==> config.mk <==
export PLATFORM = sky130hd
export DESIGN_NAME = mtca_merge
export DESIGN_NICKNAME = d
export VERILOG_FILES = /design/src/rtl/mtca_pkg.sv /design/src/rtl/mtca_merge.sv
export SDC_FILE = /design/constraint.sdc
export NUM_CORES = 1
export LEC_CHECK = 0
export BUFFER_PORTS_ARGS = -buffer_cell sky130_fd_sc_hd__clkbuf_2
export CAP_MARGIN = 20
export CORE_ASPECT_RATIO = 0.8
export CORE_MARGIN = 2
export CORE_UTILIZATION = 50
export CTS_BUF_LIST = sky130_fd_sc_hd__clkbuf_8
export DETAILED_ROUTE_END_ITERATION = 7
export PLACE_DENSITY_LB_ADDON = 0.3
export SKIP_CTS_REPAIR_TIMING = 1
export SYNTH_ARGS = -nofsm -noshare
export SYNTH_HDL_FRONTEND = slang
export SYNTH_SLANG_ARGS = --single-unit
==> constraint.sdc <==
create_clock -name clk -period 3.2 [get_ports clk]
set_clock_uncertainty 0.15 [all_clocks]
set_input_delay 0.32 -clock clk [delete_from_list [all_inputs] [get_ports clk]]
set_output_delay 0.32 -clock clk [all_outputs]
set_load 0.1 [all_outputs]
==> src/rtl/mtca_pkg.sv <==
// Shared types, widths and register codes for the multiview k-best cost averager.
// No dependencies; imported by every module of the block.
package mtca_pkg;

  localparam int NUM_VIEWS = 8;
  localparam int COST_BITS = 20;

  // count of lanes, 0..NUM_VIEWS
  localparam int CNT_W  = $clog2(NUM_VIEWS + 1);
  localparam int LANE_W = (NUM_VIEWS > 1) ? $clog2(NUM_VIEWS) : 1;
  localparam int SUM_W  = COST_BITS + CNT_W;

  // fixed widths of the register fields and result count
  localparam int SEL_W  = 4;
  localparam int USED_W = 4;
  localparam int ADDR_W = 4;
  localparam int DATA_W = 32;

  // accept edge to strobe edge
  localparam int LATENCY = 6;

  localparam logic [1:0] REG_COST_CEIL  = 2'd0;
  localparam logic [1:0] REG_K_BEST     = 2'd1;
  localparam logic [1:0] REG_VIEW_COUNT = 2'd2;

  localparam logic [COST_BITS-1:0] COST_CEIL_RST  = COST_BITS'(131072);
  localparam logic [SEL_W-1:0]     K_BEST_RST     = SEL_W'(3);
  localparam logic [SEL_W-1:0]     VIEW_COUNT_RST = SEL_W'(8);

  typedef logic [COST_BITS-1:0] cost_t;

  // what one lane hands to the merge stage
  typedef struct packed {
    logic  hit;
    cost_t cost;
  } sel_t;

endpackage

==> src/rtl/mtca_merge.sv <==
// Merge stage: sums the selected lane costs and counts them, over two registered steps.
// Depends on mtca_pkg.
module mtca_merge import mtca_pkg::*; (
  input  logic             clk,
  input  sel_t             sels [NUM_VIEWS],
  output logic [SUM_W-1:0] sum_r,
  output logic [CNT_W-1:0] cnt_r
);

  localparam int HALF = NUM_VIEWS / 2;

  logic [SUM_W-1:0] lo_nxt, hi_nxt, lo_r, hi_r;
  logic [CNT_W-1:0] cnt_nxt, cnt_p_r;

  always_comb begin
    lo_nxt  = '0;
    hi_nxt  = '0;
    cnt_nxt = '0;
    for (int i = 0; i < NUM_VIEWS; i++) begin
      if (i < HALF) begin
        lo_nxt = lo_nxt + SUM_W'(sels[i].cost);
      end else begin
        hi_nxt = hi_nxt + SUM_W'(sels[i].cost);
      end
      cnt_nxt = cnt_nxt + CNT_W'(sels[i].hit);
    end
  end

  always_ff @(posedge clk) begin
    lo_r    <= lo_nxt;
    hi_r    <= hi_nxt;
    cnt_p_r <= cnt_nxt;
    sum_r   <= lo_r + hi_r;
    cnt_r   <= cnt_p_r;
  end

endmodule

==> results.sh <==
export IMPL_status="complete, no violations"
export IMPL_hp_class="in2reg"
export IMPL_crit_required_ns=3.33
export IMPL_crit_path_end_kind="register"
export IMPL_ys_async_sr_fraction_pct=0
export IMPL_syn_to_final_growth_pct=26.8
export IMPL_port_buffers=195
export IMPL_hold_viol=0
export IMPL_synth_seq_cells=75
export IMPL_clock_path_buffers=2
export IMPL_diodes=0
export IMPL_p_sw_mw=4.47
export IMPL_max_slew_margin_pct=61.2
export IMPL_finalNetCount=1365
export IMPL_crit_path_cell_trace="clkbuf_2, fa_1, fa_1, ha_1, fa_2, a211oi_2, o21ba_2, o211a_1, o21bai_1, o31ai_1, xnor2_1"
export IMPL_cp_top_family="adder cells"
export IMPL_p_int_mw=4.25
export IMPL_synth_warnings=0
export IMPL_path_class="in2reg"
export IMPL_ant_nets=0
export IMPL_clkSinkCount=75
export IMPL_syn_num_nets=1112
export IMPL_cpMaxStageDelayCell="fa_1"
export IMPL_finalSetupViolCount=0
export IMPL_chipWidth_um=137
export IMPL_cp_num_cells=11
export IMPL_crit_top_cell="fa_1"
export IMPL_worstPathArrival_ns=3.23
export IMPL_wire_per_inst_um=10.9
export IMPL_period_share_pct=96.8
export IMPL_die_y_um=110
export IMPL_syn_area_um2=7030
export IMPL_synthCells=791
export IMPL_fmax_mhz=323
export IMPL_ctsHtreeMaxLevel=3
export IMPL_cp_start_kind="primary input"
export IMPL_drive_gt1_share_pct=27.8
export IMPL_avgSynthCellArea_um2=8.89
export IMPL_peakVddDrop_uv=1050
export IMPL_core_um2=13600
export IMPL_vias=5837
export IMPL_place_inst=1211
export IMPL_power_frac_seq_pct=18.8
export IMPL_slowest_delay_ns=0.56
export IMPL_antenna_found_initial=0
export IMPL_root_buffer="clkbuf_8"
export IMPL_cts_tree="built"
export IMPL_dr_pass1_iters=5
export IMPL_pin_count=197
export IMPL_leakagePower_nw=4.97
export IMPL_pre_cts_ws_ns=-0.371
export IMPL_drt_initial_drc_count=312
export IMPL_start_util_pct=51.5
export IMPL_p_sw_share_pct=51.3
export IMPL_synth_edf_count=0
export IMPL_max_cap_violations=0
export IMPL_yosysUniqueCellTypes=59
export IMPL_cts_buffers_inserted=9
export IMPL_grt_pass1_vias=5495
export IMPL_vias_per_cell=4.75
export IMPL_power_frac_comb_pct=72.6
export IMPL_fin_crit_ns=3.10
export IMPL_grt_max_degree=16
export IMPL_rsz0062_at_grt="yes"
export IMPL_min_path_cells=2
export IMPL_place_gp_congestion=0.845
export IMPL_clkTransAtPathRegs_ns=0.09
export IMPL_wirelength_um=13400
export IMPL_rr_worst_depth=9
export IMPL_synth_ff_type="dfxtp_1"
export IMPL_seq_area_frac_synth_pct=21.4
export IMPL_p_per_area_nw_per_um2=978
export IMPL_rows=38
export IMPL_p_clk_share_pct=8.6
export IMPL_crit_path_max_fanout=3
export IMPL_timing_critical_path_buf_inv=1
export IMPL_clk_latency_ns=0.36
export IMPL_tightest_slew_ns=0.575
export IMPL_place_hpwl_um=11800
export IMPL_final_common_cell="inv_1"
export IMPL_grt_pass1_wl_um=22600
export IMPL_dieArea_um2=15000
export IMPL_stdcell_count=1229
export IMPL_finalWorstSetupSlack_ns=0.101
export IMPL_drc=0
export IMPL_grtUsageTotal_pct=18.6
export IMPL_drv_slew=0
export IMPL_grt_ovfl_total=0
export IMPL_final_cell_mix="229 x inv_1, 193 x clkbuf_2, 83 x fa_1, 75 x dfxtp_1, 64 x ha_1"
## layout make-up
type	instances	area (um^2)
sequential	75	1500
clock inverter	7	82.6
clock buffer	9	124
tap	180	225
inverter	232	871
timing repair buffer	249	1390
multi-input combinational	477	4720
fill	1184	4730
## power groups by stage
stage	clock, mW	combinational (mW)	sequential (mW)
floorplan	0	3.60	2.85
global placement	0	6.16	1.67
detailed placement	0	6.24	1.67
CTS	0.775	6.28	1.65
global route	0.823	7.01	1.69
finish	0.747	6.33	1.64
## registers in the layout, summed over array words and instances (netlist names)
register  flops
cnt_p_r       4
cnt_r         4
hi_r         22
lo_r         22
sum_r        23
## metal layers
| layer | up-vias | routed length (um) | global-route usage [%] |
|---|---|---|---|
| li1 | 3007 | - | - |
| met1 | 2661 | 6130 | 24.2 |
| met2 | 152 | 6230 | 31.7 |
| met3 | 17 | 807 | 4.21 |
| met4 | 0 | 193 | 4.17 |
| met5 | - | 0 | 0 |
## final timing paths
check                                 from         to  slack (ns)
worst max register to register     lo_r[0]  sum_r[20]        0.43
worst min register to register  cnt_p_r[2]   cnt_r[2]        0.18
worst max-delay path              sels[85]   lo_r[15]        0.10
worst min-delay path             sels[147]    lo_r[0]        0.03
## synth_stat cells, drive strengths merged, types with 6 or more instances
cell type / instances / area share [%]
fa: 85 / 24
o21a: 8 / 0.85
and3: 6 / 0.53
a21oi: 57 / 4.1
xnor2: 33 / 4.1
o21ai: 25 / 1.8
o31ai: 7 / 0.82
a21o: 18 / 1.9
nand2: 34 / 1.8
nand3: 15 / 1.1
dfxtp: 75 / 21
a211oi: 8 / 0.93
ha: 67 / 12
a31oi: 10 / 0.98
nand4: 6 / 0.53
o21bai: 7 / 0.75
nor2: 19 / 1.0
inv: 232 / 12
xor2: 20 / 2.5
## worst register-to-register path, cell delays in order, from the launching register on
cell	delay [ns]
dfxtp_1	0.33
ha_1	0.19
inv_1	0.06
fa_1	0.41
nand3b_1	0.20
a311oi_1	0.34
nor2_1	0.12
a41oi_1	0.54
nor4_1	0.09
a311oi_1	0.24
## per-stage QoR
step                cell area (um^2)  setup TNS (ns)  hold slack [ns]  power [mW]  utilization [%]
floorplan                       7080          -0.197            0.160        6.45                -
global placement                8640           -2.47            0.162        7.83             63.3
detailed placement              8640           -3.29            0.162        7.91             63.3
CTS                             8840               0          0.00604        8.70             64.8
global route                    8910         -0.0454          0.00672        9.53             65.3
finish                          8910               0           0.0250        8.72             65.3
## cell families (layout without fill, tap and decap cells)
group                    after synthesis  after routing  share of synthesized area, %
other                                  1              1                        0.0533
buffers and inverters                239            497                          12.8
adder cells (fa/ha/maj)              152            152                          36.1
XOR/XNOR                              53             53                          6.60
AO/OA/AOI/OAI                        167            167                          15.7
AND/OR/NAND/NOR                      104            104                          7.30
flip-flops                            75             75                          21.4
Power figures use the tool's default switching activity.
