### config.mk
export PLATFORM = sky130hd
export DESIGN_NAME = mtca_lane
export DESIGN_NICKNAME = d
export VERILOG_FILES = /design/src/rtl/mtca_pkg.sv /design/src/rtl/mtca_lane.sv
export SDC_FILE = /design/constraint.sdc
export NUM_CORES = 1
export LEC_CHECK = 0
export BUFFER_PORTS_ARGS = -buffer_cell sky130_fd_sc_hd__buf_2
export CAP_MARGIN = 20
export CELL_PAD_IN_SITES_DETAIL_PLACEMENT = 1
export CELL_PAD_IN_SITES_GLOBAL_PLACEMENT = 2
export CORE_MARGIN = 2
export CORE_UTILIZATION = 25
export CTS_CLUSTER_DIAMETER = 200
export DETAILED_ROUTE_END_ITERATION = 16
export HOLD_SLACK_MARGIN = 0.05
export PLACE_DENSITY_LB_ADDON = 0.1
export SLEW_MARGIN = 10
export SYNTH_ARGS = -nofsm -noshare
export SYNTH_HDL_FRONTEND = slang
export SYNTH_SLANG_ARGS = --single-unit
### constraint.sdc
create_clock -name clk -period 11.32 [get_ports clk]
set_input_delay 2.264 -clock clk [delete_from_list [all_inputs] [get_ports clk]]
set_output_delay 2.264 -clock clk [all_outputs]
set_load 0.01 [all_outputs]
### src/rtl/mtca_pkg.sv
// Shared types, widths and register codes for the multiview k-best cost averager.
// No dependencies; imported by every module of the block.
package mtca_pkg;

  localparam int NUM_VIEWS = 8;
  localparam int COST_BITS = 20;

  // count of lanes, 0..NUM_VIEWS
  localparam int CNT_W  = $clog2(NUM_VIEWS + 1);
  localparam int LANE_W = (NUM_VIEWS > 1) ? $clog2(NUM_VIEWS) : 1;
  localparam int SUM_W  = COST_BITS + CNT_W;

  // fixed widths of the register fields and result count
  localparam int SEL_W  = 4;
  localparam int USED_W = 4;
  localparam int ADDR_W = 4;
  localparam int DATA_W = 32;

  // accept edge to strobe edge
  localparam int LATENCY = 6;

  localparam logic [1:0] REG_COST_CEIL  = 2'd0;
  localparam logic [1:0] REG_K_BEST     = 2'd1;
  localparam logic [1:0] REG_VIEW_COUNT = 2'd2;

  localparam logic [COST_BITS-1:0] COST_CEIL_RST  = COST_BITS'(131072);
  localparam logic [SEL_W-1:0]     K_BEST_RST     = SEL_W'(3);
  localparam logic [SEL_W-1:0]     VIEW_COUNT_RST = SEL_W'(8);

  typedef logic [COST_BITS-1:0] cost_t;

  // what one lane hands to the merge stage
  typedef struct packed {
    logic  hit;
    cost_t cost;
  } sel_t;

endpackage

### src/rtl/mtca_lane.sv
// One selection lane: ranks its own cost against all lanes and keeps it if it is
// among the kk smallest valid costs. Depends on mtca_pkg.
module mtca_lane import mtca_pkg::*; (
  input  logic                 clk,
  input  logic [LANE_W-1:0]    lane_idx,
  input  cost_t                own_cost,
  input  logic                 own_valid,
  input  cost_t                costs [NUM_VIEWS],
  input  logic [NUM_VIEWS-1:0] valids,
  input  logic [CNT_W-1:0]     kk,
  output sel_t                 sel_r
);

  logic [CNT_W-1:0] rank;
  sel_t             sel_nxt;

  // ties broken by lane index so ranks are distinct
  always_comb begin
    rank = '0;
    for (int j = 0; j < NUM_VIEWS; j++) begin
      if (valids[j] && ((costs[j] < own_cost) ||
          ((costs[j] == own_cost) && (LANE_W'(j) < lane_idx)))) begin
        rank = rank + CNT_W'(1);
      end
    end
    sel_nxt.hit  = own_valid && (rank < kk);
    sel_nxt.cost = sel_nxt.hit ? own_cost : '0;
  end

  always_ff @(posedge clk) begin
    sel_r <= sel_nxt;
  end

endmodule

==> flow_summary.json, run 1 <==
{
  "rows": 51,
  "fp.dieW_um": 146,
  "hold_path.class": "input port to flip-flop",
  "crit_required_ns": 11.52,
  "synth_edf_count": 0,
  "p_switching_mw": 0.203,
  "ant_nets": 0,
  "cts.path.max_buffers": 2,
  "power_frac_seq_pct": 18.4,
  "ys_seq_area_share_pct": 8.34,
  "ios": 218,
  "grt_pass1_wl_um": 31900,
  "numCtsBuffers": 3,
  "ir_drop_v": 0.0000429,
  "globalplace.congestion": 0.875,
  "regArea_um2": 420,
  "hpwl_um": 18300,
  "rsz0062_at_grt": "false",
  "p_int_mw": 0.294,
  "fin_setup_tns_ns": 0,
  "top_register": "sel_r",
  "finalCritPeriodShare_pct": 83.5,
  "crit_path_end_kind": "flip-flop",
  "synthArstFlopShare_pct": 0,
  "status": "complete, no violations",
  "viasPerCell": 4.98,
  "synth_ff_type": "dfxtp_1",
  "busiest_layer": "met2",
  "slew_headroom_pct": 55.2,
  "grt_use_met1_pct": 24.0,
  "synthesis.area_mm2": 0.00504,
  "critPathLaunchType": "input port",
  "fin_ws_ns": 1.87,
  "vias": 5334,
  "power_density_mw_per_mm2": 76.2,
  "synth_adder_area_share_pct": 42.5,
  "synthToLayoutAreaGrowth_pct": 29.7,
  "p_sw_share_pct": 40.9,
  "grt_use_met2_pct": 34.8,
  "layout_commonest_cell": "buf_2",
  "gr-usage-met3_pct": 2.16,
  "synth.avg_cell_area_um2": 8.64,
  "core-area_mm2": 0.0196,
  "netlist_instances": 583,
  "max_stage_delay_ns": 0.35,
  "clkSinkCount": 21,
  "yosysWarnings": 0,
  "holdBufCountCts": 0,
  "path_clk_slew_ns": 0.05,
  "cts_max_level": 1,
  "fillers": 2408,
  "cts-root-buf": "clkbuf_16",
  "multi_input_area_mm2": 0.00443,
  "grt_pass1_vias": 5887,
  "syn_nets": 951,
  "largest_reg_flops": 21,
  "max_slew.worst_pin.slew_ns": 0.663,
  "die_y_um": 146,
  "clkPwrFrac_pct": 15.1,
  "setup_violations": 0,
  "reg_top3": "sel_r: 21 flops",
  "ys_types": 61,
  "grt-ovfl-total": 0,
  "tritoncts": "done",
  "nets": 1173,
  "layout_min_cycle_time_ns": 9.45,
  "p_total_mw": 0.498,
  "slowest_stage": "a31oi_1",
  "design.die.area_mm2": 0.0213,
  "pwr-share-comb_pct": 66.5,
  "max_clock_freq_mhz": 106,
  "drive_gt1_share_pct": 32.1,
  "maxCapViolations": 0,
  "cp.arrival_ns": 9.66,
  "layout_common_cells": "buf_2, ha_1, a21oi_1, inv_1, nand2_1",
  "start_util_pct": 25.7,
  "crit_top_cell": "ha_1",
  "drc": 0,
  "crit_type": "input port to flip-flop",
  "antenna_found_initial": 1,
  "drv_slew": 0,
  "synth_top_family_by_area": "adder cells",
  "hold_violations": 0,
  "synth_compound_area_share_pct": 21.1,
  "path_max_fanout": 21,
  "synth_xor_area_share_pct": 3.30,
  "drt-initial-drc-count": 142,
  "cts_resized": 0,
  "portBuffers": 217,
  "post_drt_wl_per_cell_um": 19.3,
  "grt_max_degree": 22,
  "totalWireLength_um": 20700,
  "leakage_nw": 3.54,
  "dp_slack_ns": 1.59,
  "post_cts_buffers": 0,
  "dr.pass1.iters": 4,
  "synth.mux.area_fraction_pct": 1.02,
  "grtUsageTotal_pct": 19.2,
  "synth-simple-area-share_pct": 20.0,
  "ys_seq_elements": 21
}
per-layer routing:
layer	vias up	wire, um
met5	-	0
met2	160	10100
met3	20	981
met1	2472	9130
met4	0	447
li1	2682	-
final timing paths:
check	from	end	slack [ns]	cells past startpoint
setup / recovery	own_cost[5]	sel_r[2]$_SDFF_PN0_	1.87	38
hold / removal	own_cost[4]	sel_r[4]$_SDFF_PN0_	2.24	2
cells in the mapped netlist, types with 4 or more instances:
library cell / instances / area (um^2)
and2_4: 19 / 166
dfxtp_1: 21 / 420
a21oi_1: 50 / 250
a221oi_1: 4 / 35.0
and2_1: 4 / 25.0
a21o_1: 26 / 195
nand4_1: 32 / 200
xnor2_1: 10 / 87.6
mux2i_1: 4 / 40.0
a211oi_1: 6 / 45.0
o21ai_0: 29 / 145
nor2b_1: 10 / 62.6
inv_1: 44 / 165
nand3_1: 11 / 55.1
nand2_1: 35 / 131
nor3_1: 8 / 40.0
nor2_1: 16 / 60.1
o211ai_1: 4 / 30.0
nand2b_1: 7 / 43.8
o211a_1: 4 / 40.0
ha_1: 171 / 2140
o21a_1: 8 / 60.1
power by group through the flow:
stage	combinational, mW	clock [mW]	sequential, mW
floorplan	0.210	0	0.102
global placement	0.320	0	0.0932
detailed placement	0.334	0	0.0938
CTS	0.336	0.0764	0.0922
global route	0.375	0.0799	0.0935
finish	0.331	0.0751	0.0918
per-stage QoR:
step	std cells	hold slack (ns)	utilization [%]	instance area [um^2]
after floorplan	583	2.40	-	5040
after global placement	1065	2.50	32.9	6450
after detailed placement	1065	2.50	32.9	6450
after CTS	1069	2.24	33.3	6530
after global routing	1069	2.24	33.3	6530
final	1072	2.24	33.4	6540
area by class of cell:
cell class / count / share of cell area (%)
antenna: 3 / 0.115
clock buffer: 4 / 1.21
inverter: 44 / 2.53
multi-input combinational: 516 / 67.8
sequential: 21 / 6.43
tap: 265 / 5.07
timing repair buffer: 219 / 16.8
cell families (layout without fill, tap and decap cells):
family | count (synthesis) | count (layout)
AO/OA/AOI/OAI | 157 | 157
XOR/XNOR | 14 | 14
adder cells (fa/ha/maj) | 171 | 171
buffers and inverters | 46 | 267
flip-flops | 21 | 21
multiplexers | 5 | 5
other | 0 | 3
AND/OR/NAND/NOR | 169 | 169
critical path: cells and delay by family:
| kind | cells | cell delay [ns] |
|---|---|---|
| mux | 1 | 0.27 |
| buf+inv | 4 | 0.76 |
| simple gates | 8 | 1.00 |
| compound gates | 17 | 3.08 |
| xor+xnor | 2 | 0.44 |
| fa+ha+maj | 6 | 1.84 |
No activity file was read; power rests on OpenSTA's default activity.
==> run 2: changes to the inputs <==
==> constraint.sdc (replaced) <==
create_clock -name clk -period 8.4 [get_ports clk]
set_input_delay 1.68 -clock clk [delete_from_list [all_inputs] [get_ports clk]]
set_output_delay 1.68 -clock clk [all_outputs]
set_load 0.01 [all_outputs]
==> run 2 against run 1 <==
  * Non-clock buffer count up 43
  * Largest cell class unchanged
  * Largest power group unchanged
  * Global-route usage up 1.4 points
  * First-iteration DRC count down 15%
  * Via count up 4.5%
  * Sequential power up 35%
  * Critical path type unchanged
  * Die area unchanged
==> flow_summary.json, run 2 (synthesis results as in run 1) <==
{
  "layout_min_cycle_time_ns": 8.10,
  "crit_path_end_kind": "flip-flop",
  "top_register": "sel_r",
  "maxCapViolations": 0,
  "numCtsBuffers": 3,
  "nets": 1216,
  "portBuffers": 217,
  "layout_commonest_cell": "buf_2",
  "slew_headroom_pct": 42.6,
  "pwr-share-comb_pct": 70.2,
  "core-area_mm2": 0.0196,
  "vias": 5574,
  "tritoncts": "done",
  "fp.dieW_um": 146,
  "antenna_found_initial": 3,
  "hold_ws_ns": 1.66,
  "max_slew.worst_pin.slew_ns": 0.855,
  "fin_ws_ns": 0.296,
  "dp_slack_ns": -0.286,
  "slowest_stage": "a311oi_4",
  "grt_pass1_wl_um": 34200,
  "clkPwrFrac_pct": 13.3,
  "drc": 0,
  "cts_max_level": 1,
  "critPathTopFamily": "compound AO/OA/AOI/OAI gates",
  "leakage_nw": 3.77,
  "final_cell_count_no_fill": 1116,
  "crit_type": "input port to flip-flop",
  "largest_reg_flops": 21,
  "cts.path.max_buffers": 2,
  "cp.arrival_ns": 8.31,
  "power_density_mw_per_mm2": 107,
  "max_stage_delay_ns": 0.32,
  "drt-initial-drc-count": 121,
  "ir_drop_v": 0.0000586,
  "ant_nets": 0,
  "drive_gt1_share_pct": 37.4,
  "totalWireLength_um": 22600,
  "grtUsageTotal_pct": 20.6,
  "max_clock_freq_mhz": 123,
  "status": "complete, no violations",
  "path_clk_slew_ns": 0.06,
  "power_frac_seq_pct": 16.5,
  "die_y_um": 146,
  "start_util_pct": 25.7,
  "reg_top3": "sel_r: 21 flops",
  "globalplace.congestion": 0.865,
  "p_switching_mw": 0.300,
  "post_drt_wl_per_cell_um": 20.3,
  "hpwl_um": 20400,
  "rows": 51,
  "drv_slew": 0,
  "viasPerCell": 4.99,
  "grt_pass1_vias": 6181,
  "holdBufCountCts": 0,
  "path_max_fanout": 10,
  "synthToLayoutAreaGrowth_pct": 38.9,
  "p_int_mw": 0.448,
  "setup_violations": 0,
  "dp_cells": 1100,
  "layout_common_cells": "buf_2, ha_1, a21oi_1, inv_1, buf_4",
  "hold_path.class": "input port to flip-flop",
  "crit_buf_inv": 5,
  "ios": 218,
  "finalCritPeriodShare_pct": 96.5,
  "clkSinkCount": 21,
  "grt-ovfl-total": 0,
  "critPathLaunchType": "input port",
  "crit_required_ns": 8.60,
  "grt_max_degree": 22,
  "cts-root-buf": "clkbuf_16",
  "p_sw_share_pct": 40.1,
  "dr.pass1.iters": 4,
  "design.die.area_mm2": 0.0213,
  "hold_violations": 0
}
-- run 2: through the flow --
stage	power, mW	utilization, %	area (um^2)	TNS (ns)
detailed placement	0.603	34.3	6720	-5.79
floorplan	0.420	-	5040	0
global placement	0.581	34.3	6720	-1.15
finish	0.749	35.7	7000	0
CTS	0.708	34.8	6810	0
global route	0.819	35.7	7000	-0.873
-- run 2: final timing paths --
check	start	endpoint	cells past startpoint	slack, ns
max	own_cost[5]	sel_r[10]$_SDFF_PN0_	39	0.30
min	own_cost[4]	sel_r[4]$_SDFF_PN0_	2	1.66
-- run 2: metal layers --
metal	part of all wire (%)	global-route usage, %
met1	46	27.1
met2	49	36.9
met3	4.0	2.04
met4	1.2	3.38
met5	0	0
-- run 2: area by class of cell --
type,count,area [um^2]
Fill cell,2423,12600
Clock buffer,4,78.8
Timing Repair Buffer,262,1450
Tap cell,265,332
Multi-Input combinational cell,516,4540
Sequential cell,21,420
Inverter,44,168
Antenna cell,4,10.0
-- run 2: repair_timing --
| action | 4_1_cts | 5_1_grt |
|---|---|---|
| cloned | 0 | 1 |
| pin swaps | 0 | 7 |
| buffers inserted | 0 | 7 |
| resized for setup | 1 | 22 |
| endpoints found under the setup margin | 20 | 21 |
-- run 2: power groups by stage --
stage	sequential (mW)	combinational, mW	clock [mW]
6_report	0.124	0.525	0.0999
5_1_grt	0.126	0.586	0.107
4_1_cts	0.124	0.481	0.103
3_5_place_dp	0.126	0.477	0
3_3_place_gp	0.125	0.455	0
2_1_floorplan	0.137	0.282	0
==> run 3: changes to the inputs <==
--- a/config.mk
+++ b/config.mk
@@ -5,16 +5,17 @@
 export SDC_FILE = /design/constraint.sdc
 export NUM_CORES = 1
 export LEC_CHECK = 0
+export ABC_AREA = 1
 export BUFFER_PORTS_ARGS = -buffer_cell sky130_fd_sc_hd__buf_2
 export CAP_MARGIN = 20
 export CELL_PAD_IN_SITES_DETAIL_PLACEMENT = 1
 export CELL_PAD_IN_SITES_GLOBAL_PLACEMENT = 2
 export CORE_MARGIN = 2
-export CORE_UTILIZATION = 25
-export CTS_CLUSTER_DIAMETER = 200
+export CORE_UTILIZATION = 24
 export DETAILED_ROUTE_END_ITERATION = 16
 export HOLD_SLACK_MARGIN = 0.05
 export PLACE_DENSITY_LB_ADDON = 0.1
+export SETUP_SLACK_MARGIN = 0.02
 export SLEW_MARGIN = 10
 export SYNTH_ARGS = -nofsm -noshare
 export SYNTH_HDL_FRONTEND = slang
==> run 3 against run 2 <==
  * Global-route usage fell by 2.4 points
  * Area after synthesis up 2.3%
  * Die area up 6.3%
  * Routed wire length shrank 7.7%
  * Power decreased by 17%
  * Setup slack improved by 0.94 ns
  * Clock-buffer cell count down 1
  * Clock power grew 9%
  * Highest routed layer is now met5
==> flow_summary.json, run 3 <==
{
  "top_register": "sel_r",
  "reg_top3": "sel_r: 21 flops",
  "fin_ws_ns": 1.23,
  "die_y_um": 151,
  "post_cts_buffers": 0,
  "post_drt_wl_per_cell_um": 17.1,
  "worstHoldPathCells": 3,
  "drt-initial-drc-count": 123,
  "hold_path.class": "input port to flip-flop",
  "path_max_fanout": 21,
  "max_slew.worst_pin.slew_ns": 0.731,
  "synthesis.area_mm2": 0.00515,
  "drive_gt1_share_pct": 32.7,
  "antenna_found_initial": 4,
  "p_int_mw": 0.341,
  "crit_required_ns": 8.55,
  "synthTopCellsByCount": "ha_1, nand2_1, inv_1, a21oi_1, nor2_1",
  "p_switching_mw": 0.278,
  "ant_nets": 0,
  "maxCapViolations": 0,
  "power_frac_seq_pct": 19.0,
  "synth.avg_cell_area_um2": 7.28,
  "cts_max_level": 1,
  "dp_slack_ns": 0.879,
  "ys_types": 45,
  "clkSinkCount": 21,
  "core-area_mm2": 0.0210,
  "nets": 1315,
  "setup_violations": 0,
  "start_util_pct": 24.5,
  "hold_violations": 0,
  "fin_setup_tns_ns": 0,
  "syn_nets": 1076,
  "totalWireLength_um": 20900,
  "hpwl_um": 18900,
  "globalplace.congestion": 0.792,
  "layout_common_cells": "buf_2, ha_1, nand2_1, inv_1, a21oi_1",
  "leakage_nw": 3.85,
  "yosysMostFrequentCell": "ha_1",
  "rsz0062_at_grt": "false",
  "critPathLaunchType": "input port",
  "ys_seq_elements": 21,
  "crit_top_cell": "nand2_1",
  "holdBufCountCts": 0,
  "max_clock_freq_mhz": 140,
  "finalCritPeriodShare_pct": 85.3,
  "hold-path-endpoint": "sel_r[18]$_SDFF_PN0_",
  "grt-ovfl-total": 0,
  "synth_ff_type": "dfxtp_1",
  "ys_seq_area_share_pct": 8.16,
  "cts-root-buf": "clkbuf_16",
  "min-delay-start": "own_cost[18]",
  "status": "complete, no violations",
  "netlist_instances": 708,
  "crit_path_end_kind": "flip-flop",
  "ios": 218,
  "place_area_mm2": 0.00670,
  "p_sw_share_pct": 44.9,
  "viasPerCell": 4.46,
  "path_clk_slew_ns": 0.07,
  "yosys.area.top_type": "ha_1",
  "drv_slew": 0,
  "synthToLayoutAreaGrowth_pct": 31.8,
  "design.die.area_mm2": 0.0227,
  "grt_pass1_wl_um": 31000,
  "drc": 0,
  "tritoncts": "done",
  "slew_headroom_pct": 50.8,
  "cp.arrival_ns": 7.32,
  "power_density_mw_per_mm2": 91.2,
  "grt_pass1_vias": 5697,
  "grtUsageTotal_pct": 18.2,
  "cts.path.max_buffers": 2,
  "yosysWarnings": 0,
  "layout_min_cycle_time_ns": 7.17,
  "fin_area_mm2": 0.00679,
  "cts_resized": 0,
  "largest_reg_flops": 21,
  "synth_edf_count": 0,
  "crit_type": "input port to flip-flop",
  "fp.dieW_um": 151,
  "clkPwrFrac_pct": 17.7,
  "layout_commonest_cell": "buf_2",
  "final_core_util_pct": 32.3,
  "synthArstFlopShare_pct": 0,
  "max_stage_delay_ns": 0.43,
  "portBuffers": 217,
  "rows": 53,
  "ir_drop_v": 0.0000524,
  "grt_max_degree": 22,
  "vias": 5461,
  "dr.pass1.iters": 4,
  "slowest_stage": "or4_1",
  "numCtsBuffers": 3,
  "netlist.area_leader.share_pct": 41.5,
  "pwr-share-comb_pct": 63.3,
  "synthTopCellsByArea": "ha_1, nand2_1, dfxtp_1"
}
run 3: cell types whose count changed after synthesis, sizes merged, moves of 7 or more:
cell    change
a21o       -23
a21oi      +14
and2       -25
inv        +45
nand2     +135
nand2b      -7
nand3      +23
nand4      -16
nor2       +50
nor2b      -10
o21a        -8
xnor2       -7
run 3: kinds of logic (layout without fill, tap and decap cells):
| group | after synthesis | after routing | share of synthesized area [%] |
|---|---|---|---|
| AO/OA/AOI/OAI | 111 | 111 | 12.2 |
| XOR/XNOR | 6 | 6 | 1.02 |
| adder cells (fa/ha/maj) | 171 | 171 | 41.5 |
| buffers and inverters | 92 | 330 | 6.99 |
| flip-flops | 21 | 21 | 8.16 |
| other | 0 | 3 | 0 |
| AND/OR/NAND/NOR | 307 | 307 | 30.1 |
run 3: worst max-delay path by stage:
stage	depth (start not counted)	from	to	slack [ns]
2_1_floorplan	39	own_cost[5]	sel_r[10]$_SDFF_PN0_	1.81
3_3_place_gp	37	own_cost[15]	sel_r[2]$_SDFF_PN0_	1.06
3_5_place_dp	37	own_cost[15]	sel_r[2]$_SDFF_PN0_	0.88
4_1_cts	37	own_cost[15]	sel_r[2]$_SDFF_PN0_	1.16
5_1_grt	35	own_cost[15]	sel_r[2]$_SDFF_PN0_	0.72
6_report	37	own_cost[15]	sel_r[2]$_SDFF_PN0_	1.23
run 3: through the flow:
stage / instances / power (mW) / hold slack [ns]
finish: 1224 / 0.619 / 1.76
global route: 1221 / 0.687 / 1.77
CTS: 1221 / 0.632 / 1.76
detailed placement: 1217 / 0.521 / 2.04
global placement: 1217 / 0.517 / 2.03
floorplan: 708 / 0.370 / 1.82
run 3: cell type report:
| cell class | instances | area (um^2) |
|---|---|---|
| multi-input combinational | 595 | 4370 |
| antenna | 3 | 7.51 |
| fill | 2704 | 14200 |
| tap | 275 | 344 |
| timing repair buffer | 236 | 1230 |
| clock inverter | 1 | 5.00 |
| inverter | 90 | 338 |
| clock buffer | 3 | 75.1 |
| sequential | 21 | 420 |
run 3: critical path, delay by kind of cell:
kind / cells / cell delay, ns
buffers and inverters: 6 / 0.93
AND/OR/NAND/NOR: 21 / 2.45
AO/OA/AOI/OAI: 3 / 0.41
adder cells (fa/ha/maj): 6 / 1.64
XOR/XNOR: 1 / 0.17
run 3: routing by layer:
layer	track usage (%)	vias up	routed length (um)
li1	-	2907	-
met1	23.2	2419	9450
met2	33.2	121	10200
met3	2.48	10	1030
met4	2.50	4	144
met5	0	-	27
run 3: power groups by stage:
stage	clock, mW	combinational [mW]	sequential, mW
after floorplan	0	0.241	0.128
after global placement	0	0.396	0.120
after detailed placement	0	0.401	0.120
after CTS	0.112	0.402	0.118
after global routing	0.116	0.452	0.119
final	0.109	0.392	0.118
